## config.mk

```make
export PLATFORM = sky130hd
export DESIGN_NAME = ebcei_horner
export DESIGN_NICKNAME = d
export VERILOG_FILES = /design/src/hw/rtl/ebcei_pkg.sv /design/src/hw/rtl/ebcei_horner.sv
export SDC_FILE = /design/constraint.sdc
export NUM_CORES = 2
export LEC_CHECK = 0
export BUFFER_PORTS_ARGS = -buffer_cell sky130_fd_sc_hd__buf_2
export CORE_MARGIN = 1
export CORE_UTILIZATION = 25
export DETAILED_ROUTE_END_ITERATION = 8
export GPL_TIMING_DRIVEN = 0
export PLACE_DENSITY = 0.44
export SETUP_SLACK_MARGIN = 0.1
export SLEW_MARGIN = 40
export SYNTH_ARGS = -nofsm -noshare
export SYNTH_HDL_FRONTEND = slang
export SYNTH_SLANG_ARGS = --single-unit
```

## constraint.sdc

```tcl
create_clock -name clk -period 13.3 [get_ports clk]
set_input_delay 0.665 -clock clk [delete_from_list [all_inputs] [get_ports clk]]
set_output_delay 0.665 -clock clk [all_outputs]
set_load 0.01 [all_outputs]
```

## src/hw/rtl/ebcei_pkg.sv

```systemverilog
// ----------------------------------------------------------------------------
// ebcei_pkg
// Widths, grid and coefficient tables shared by the eta-binned cubic energy
// interpolator.
// ----------------------------------------------------------------------------
package ebcei_pkg;

  localparam int DEF_ETA_BINS   = 8;
  localparam int DEF_POLY_TERMS = 4;

  localparam int MOM_W    = 16;
  localparam int ETA_IN_W = 14;
  localparam int ENERGY_W = 24;

  localparam int P_W      = 15;
  localparam int ETA_W    = 10;
  localparam int RECIP_W  = 18;
  localparam int FRAC_W   = 25;
  localparam int FULL_W   = ETA_W + RECIP_W;
  localparam int COEF_W   = 28;
  localparam int MUL_W    = 32;
  localparam int PROD_W   = MUL_W + P_W + 1;
  localparam int HORNER_SHIFT = 8;
  localparam int ACC_W    = PROD_W - HORNER_SHIFT;
  localparam int DIFF_W   = ACC_W + 1;
  localparam int LO_W     = 20;
  localparam int HI_W     = DIFF_W - LO_W;
  localparam int SUM_W    = 66;
  localparam int FRAC_SHIFT = 24;
  localparam int OUT_SHIFT  = 44;

  localparam logic [P_W-1:0]    P_CLAMP   = P_W'(25600);
  localparam logic [FRAC_W-1:0] ONE_Q24   = FRAC_W'(1) << FRAC_SHIFT;
  localparam logic [PROD_W-1:0] HORNER_HALF = PROD_W'(1) << (HORNER_SHIFT - 1);
  localparam logic [SUM_W-1:0]  SUM_HALF  = SUM_W'(1) << (OUT_SHIFT - 1);

  typedef logic signed [ACC_W-1:0]  acc_t;
  typedef logic signed [COEF_W-1:0] coef_t;

  // eta grid points in units of 1/1024
  function automatic logic [ETA_W-1:0] grid_pt(input int i);
    logic [ETA_W-1:0] g;
    case (i)
      0:       g = ETA_W'(0);
      1:       g = ETA_W'(102);
      2:       g = ETA_W'(205);
      3:       g = ETA_W'(307);
      4:       g = ETA_W'(410);
      5:       g = ETA_W'(512);
      6:       g = ETA_W'(614);
      default: g = ETA_W'(686);
    endcase
    return g;
  endfunction

  // rounded 2^24 / segment width, zero for empty segments
  function automatic logic [RECIP_W-1:0] recip(input int i);
    logic [RECIP_W-1:0] r;
    case (i)
      0, 2, 4, 5: r = RECIP_W'(164483);
      1, 3:       r = RECIP_W'(162886);
      6:          r = RECIP_W'(233017);
      default:    r = '0;
    endcase
    return r;
  endfunction

  // published coefficients in units of 1e-10
  function automatic longint coef_raw(input int r, input int j);
    longint row [4];
    longint v;
    case (r)
      0: row = '{64'sd1305705000, 64'sd3725653000, -64'sd121996200, 64'sd1806235};
      1: row = '{64'sd1296153000, 64'sd3827408000, -64'sd123864000, 64'sd1822804};
      2: row = '{64'sd1337690000, 64'sd3797454000, -64'sd124522700, 64'sd1848243};
      3: row = '{64'sd1395796000, 64'sd3623994000, -64'sd91968030,  64'sd1243278};
      4: row = '{64'sd1457184000, 64'sd3753655000, -64'sd103532400, 64'sd1473447};
      5: row = '{64'sd1329164000, 64'sd4219044000, -64'sd131051500, 64'sd1948883};
      6: row = '{64'sd813658100,  64'sd4646087000, -64'sd153191700, 64'sd2274749};
      7: row = '{64'sd1119836000, 64'sd4262497000, -64'sd116012500, 64'sd1628738};
      default: row = '{64'sd0, 64'sd0, 64'sd0, 64'sd0};
    endcase
    if (j >= 0 && j < 4) begin
      v = row[j];
    end else begin
      v = 64'sd0;
    end
    return v;
  endfunction

  // Q28 coefficient, rounded half away from zero
  function automatic coef_t coef_q28(input int r, input int j);
    longint v;
    longint mag;
    longint q;
    v   = coef_raw(r, j);
    mag = (v < 0) ? -v : v;
    q   = (mag * 64'sd268435456 + 64'sd5000000000) / 64'sd10000000000;
    return coef_t'((v < 0) ? -q : q);
  endfunction

endpackage

```

## src/hw/rtl/ebcei_horner.sv

```systemverilog
// ----------------------------------------------------------------------------
// ebcei_horner
// One Horner step for the lower and upper grid rows: multiply by momentum,
// round, add the coefficient of this term.
// ----------------------------------------------------------------------------
module ebcei_horner import ebcei_pkg::*; #(
  parameter int ETA_BINS = DEF_ETA_BINS,
  parameter int TERM     = 0,
  localparam int ROW_W   = $clog2(ETA_BINS)
) (
  input  logic              clk,
  input  logic              rst,
  input  logic              in_valid,
  output logic              in_ready,
  input  logic [P_W-1:0]    in_p,
  input  logic [ROW_W-1:0]  in_row,
  input  logic [FRAC_W-1:0] in_frac,
  input  acc_t              in_acc0,
  input  acc_t              in_acc1,
  output logic              out_valid,
  input  logic              out_ready,
  output logic [P_W-1:0]    out_p,
  output logic [ROW_W-1:0]  out_row,
  output logic [FRAC_W-1:0] out_frac,
  output acc_t              out_acc0,
  output acc_t              out_acc1
);

  localparam int ROWS = 2 ** ROW_W;

  coef_t coef_tbl [ROWS];

  for (genvar r = 0; r < ROWS; r++) begin : g_tbl
    assign coef_tbl[r] = coef_q28(r, TERM);
  end

  logic                     va, vb;
  logic                     ena, enb;
  logic [P_W-1:0]           pa, pb;
  logic [ROW_W-1:0]         rowa, rowb;
  logic [FRAC_W-1:0]        fraca, fracb;
  logic signed [PROD_W-1:0] prod0, prod1;
  acc_t                     acc0b, acc1b;

  logic signed [P_W:0]      p_s;
  logic signed [MUL_W-1:0]  m0, m1;
  logic [PROD_W-1:0]        rnd0, rnd1;
  logic [ROW_W-1:0]         row_up;

  assign p_s    = $signed({1'b0, in_p});
  assign m0     = $signed(in_acc0[MUL_W-1:0]);
  assign m1     = $signed(in_acc1[MUL_W-1:0]);
  assign rnd0   = prod0 + HORNER_HALF;
  assign rnd1   = prod1 + HORNER_HALF;
  assign row_up = rowa + ROW_W'(1);

  assign enb      = !vb || out_ready;
  assign ena      = !va || enb;
  assign in_ready = ena;

  always_ff @(posedge clk) begin
    if (rst) begin
      va <= 1'b0;
      vb <= 1'b0;
    end else begin
      if (ena) begin
        va <= in_valid;
      end
      if (enb) begin
        vb <= va;
      end
    end
  end

  always_ff @(posedge clk) begin
    if (ena && in_valid) begin
      pa    <= in_p;
      rowa  <= in_row;
      fraca <= in_frac;
      prod0 <= m0 * p_s;
      prod1 <= m1 * p_s;
    end
    if (enb && va) begin
      pb    <= pa;
      rowb  <= rowa;
      fracb <= fraca;
      acc0b <= $signed(rnd0[PROD_W-1:HORNER_SHIFT]) + ACC_W'(coef_tbl[rowa]);
      acc1b <= $signed(rnd1[PROD_W-1:HORNER_SHIFT]) + ACC_W'(coef_tbl[row_up]);
    end
  end

  assign out_valid = vb;
  assign out_p     = pb;
  assign out_row   = rowb;
  assign out_frac  = fracb;
  assign out_acc0  = acc0b;
  assign out_acc1  = acc1b;

`ifndef SYNTHESIS
  a_step_hold: assert property (@(posedge clk) disable iff (rst)
    vb && !out_ready |=> vb && $stable(acc0b) && $stable(acc1b) && $stable(fracb))
    else $error("stalled Horner result changed");
`endif

endmodule

```

* Word-level counts from Yosys, hierarchy flattened *
Memories as Yosys holds them, arrays and structs flattened.
Cells that the tools add are included.

operators by class
  reduce and logical (&&, ||, !) cells = 6
  multipliers = 2
  bitwise gates (word level) = 2
  magnitude comparators = 2
  add/sub/neg operators = 5
  mux-type cells = 4

operators by type and width
  cell                                                             count
  28-bit two-way mux                                               4
  48-bit by 8-bit adder with 48-bit output, second input constant  2
  32-bit by 16-bit multiplier with 48-bit output                   2
  40-bit by 28-bit adder with 40-bit output                        2
  4-bit >= comparator, second input constant                       2
  3-bit inverter with 4-bit output                                 2
  3-bit by 1-bit adder with 3-bit output, second input constant    1
  1-bit logical AND                                                2
  1-bit logical NOT                                                2
  1-bit logical OR                                                 2

storage, ports and cells
  word-level logic and storage cells = 35
  memories = 2
  input port bits = 127
  bits in read-only memories = 448
  bits in registers = 264
  output and inout bits = 125

memories
  name              words  width  rd ports  clocked after memory_dff  write ports  line                text
  (name not given)  8      28     1         0                         0            ebcei_horner.sv:88  acc1b <= $signed(rnd1[PROD_W-1:HORNER_SHIFT]) + ACC_W'(coef_tbl[row_up]);
  (name not given)  8      28     1         0                         0            ebcei_horner.sv:87  acc0b <= $signed(rnd0[PROD_W-1:HORNER_SHIFT]) + ACC_W'(coef_tbl[rowa]);

* Depth between registers and ports, before layout *
  word-level depth = 6
  mapped depth = 26
  gate-level depth less buffers = 24

* Worst setup path before layout *
OpenSTA, ideal clock, no wires.

  path kind = input port to flip-flop
  start = input port out_ready
  end = register acc0b[0] (netlist: out_acc0[0]) (enable)
  arrival = 6.185 ns
  cell stages on the path = 2
  path buffers = 0
  setup time = 0.621 ns
  required time = 12.679 ns
  setup slack = 6.494 ns
  cell sequence = nor2b_1 -> nor2b_1

between the ends
  word-level cells in the longest chain between the ends = 2

RTL lines
  what                  line                text
  start, declared       ebcei_horner.sv:21  input logic out_ready,
  1-bit logical OR      ebcei_horner.sv:57  assign enb = !vb || out_ready;
  1-bit logical AND     ebcei_horner.sv:83  if (enb && va) begin
  end signal, assigned  ebcei_horner.sv:87
  end, declared         ebcei_horner.sv:43  acc_t acc0b, acc1b;

Every way passes these cells.
A chain may end at the register's enable or synchronous reset.

* Worst setup path after layout *
  start = input port in_p[7]
  end = register prod1[47], data pin

between the ends
  word-level cells in the longest chain between the ends = 1

RTL lines
  what                                            line                text
  start, declared                                 ebcei_horner.sv:15  input logic [P_W-1:0] in_p,
  32-bit by 16-bit multiplier with 48-bit output  ebcei_horner.sv:81  prod1 <= m1 * p_s;
  end signal, assigned                            ebcei_horner.sv:81
  end, declared                                   ebcei_horner.sv:42  logic signed [PROD_W-1:0] prod0, prod1;

Every way passes these cells.

==> impl_results.md <==
* CP max FO at 10
* TritonRoute pass-1 iters at 7
* Layout cells sized above 1 at 0.0768
* Register area share after synthesis at 0.163
* Vias per cell at 4.46
* Slew Viols, Final at 0
* Initial Util at 0.253
* Synthesized netlist net count at roughly 6100
* Max_cap viols at 0
* Fill count at 19471
* Worst path required time at 13.63 ns
* WP data arrival at between 8 and 9 ns
* CTS tree: yes
* Yosys top cell area share at 0.396
* Initial antenna violation count at 48
* Die area at ~190000 um2
* Syn-to-layout area delta at 12.7%
* Setup violations, final at 0
* Cell Area, Placed at slightly above 50000 um2
* Crit Path Category: in2reg
* #FFs+latches synth at 250
* Layout Cells excl Fill at about 7600
* Slew @ Worst Pin at slightly above 0.9 ns
* Most frequent cell after synthesis: inv_1
* Clock Latency Late Sink at about 0.60 ns
* Synth top cells by count: 1015 x inv_1, 908 x fa_1, 641 x nand2_1
* Startpoint types: input port
* Total global routing overflow at 0
* Unrepaired setup endpoints after global routing: false
* Largest net degree at the start of global routing at 41
* Number of I/O pins at between 200 and 300
* FFs w/ async S/R, synth at 0
* GP Congestion at 0.910
* First-pass GRT wire length at 229000 um
* Status: finished clean
* CTS Buf Count at 37
* Cells after synthesis at approximately 4800
* Main synth FF type: edfxtp_1
* Register area at ~7500 um2
* Endpoint type of the worst setup path: flop
* Wire per inst at between 15 and 20 um
* Vias in the first global route at about 36000
* Hold Crit Class: in2reg
* Synth area leader: fa_1
* Post-DP HPWL at roughly 130000 um
* H-tree depth at 2
* Clk root buf: clkbuf_16
* CTS Buffer Depth at 3
* Area of the multi-input gates at 33900 um2
* GRT Total Usage at 0.166
* Clk slew on worst S/H paths at ~0.050 ns
* Finished layout cell area at between 50000 and 60000 um2
* Num Clock Sinks at 250
* Cts repair resizes at 0
* Antenna Violating Nets Remaining at 0
* Avg Cell Area, Syn at just under 10 um2
* Initial drt markers at about 2100
* Worst slew margin at 0.384
* Core footprint at between 150000 and 200000 um2
* Final min period at 8.58 ns
* Setup Fix Bufs, Post-CTS at 0
* Fin crit share at 0.645
* Final TNS setup at 0 ns
* Synth Cell Area at about 46000 um2
* Worst Skew at between 0.02 and 0.025 ns
* Final Hold Viols at 0
* Number of synthesized flops with an enable pin at about 250
* DIE WIDTH at around 430 um
* DR DRC count at 0
* Post-CTS Hold Buffers at 0
* Vias at approximately 34000
* Routed WL at around 150000 um
* Port bufs at about 240
* Nets at around 6400
* Largest cells by area after synthesis: fa_1 40%, edfxtp_1 16%, inv_1 8.3%
* Ys Warns at 0
* Die Span Y at 431 um
* Achievable Freq at 0.117 GHz
* Placed cell count at 7476
* Hold slack at 0.250 ns
* Rows at 156
* Post-synthesis cell type count at 84
final cells by class:
class	instances	share of cell area
Clock buffer	40	0.0181
Timing Repair Buffer	246	0.0269
Tap cell	2449	0.0592
Inverter	1020	0.0740
Sequential cell	250	0.145
Buffer	195	0.0154
Clock inverter	25	0.00624
Antenna cell	15	0.000725
Multi-Input combinational cell	3316	0.655
layout by cell type (no fill, tap or decap), drive strengths merged, types with 6 or more instances in the layout:
master	n
inv	1021
fa	908
nand2	641
and2	465
ha	282
buf	249
edfxtp	248
clkbuf	232
xnor2	163
a21oi	133
nor2	97
nand3	76
o21ai	73
xor2	70
a21o	53
nand4	45
nor3	37
and3	23
nor2b	20
and4	19
a31oi	18
o21bai	16
diode	15
a211oi	15
o21a	13
or3	13
clkinv	13
o211ai	12
nand2b	11
o22ai	9
a21boi	9
o31ai	9
a211o	8
nor4	8
bufinv	7
a2111oi	6
worst max-delay path: stages:
cell,delay [ns]
buf_2,0.11
clkbuf_1,0.59
clkbuf_1,0.70
nand2_1,0.17
fa_1,0.57
inv_1,0.06
fa_1,0.48
fa_1,0.60
fa_1,0.47
fa_1,0.50
inv_1,0.05
fa_1,0.47
inv_1,0.04
ha_1,0.35
a21oi_1,0.26
o21ba_2,0.20
o22ai_1,0.10
a2111oi_0,0.75
o21ai_1,0.49
a31oi_1,0.70
o211ai_1,0.25
a21oi_1,0.21
xnor2_1,0.10
per-stage QoR:
step,setup WS [ns],util
CTS,4.90,0.285
global placement,1.81,0.276
finish,4.72,0.285
floorplan,6.49,-
detailed placement,4.29,0.278
global route,4.34,0.285
flip-flops by register name, summed over array words and instances, names as in the netlist:
register / cells
pa: 15
out_valid: 1
out_acc0: 40
prod0: 41
out_frac: 25
out_row: 3
prod1: 41
va: 1
fraca: 25
out_acc1: 40
rowa: 3
out_p: 15
layer usage:
layer,GRT usage,wire length (um)
met5,0,128
met2,0.277,72300
met3,0.0261,8810
met1,0.216,63300
met4,0.0616,6020
cell families after synthesis:
logic type / synth area share
xor+xnor: 0.0444
fa+ha+maj: 0.473
mux: 0.000436
buf+inv: 0.0993
flops: 0.163
compound gates: 0.0587
simple gates: 0.162
worst paths after layout:
path              startpoint           end  slack [ns]  cells past startpoint
hold / removal    in_frac[0]      fraca[0]        0.25                      1
setup / recovery     in_p[7]     prod1[47]        4.72                     23
setup reg to reg     rowa[0]  out_acc1[32]        6.63                     19
hold reg to reg    fraca[13]  out_frac[13]        0.41                      0
Power is left out: the tool's default activity adds up to more than one toggle a clock period on the data nets, which glitch-free logic cannot reach.
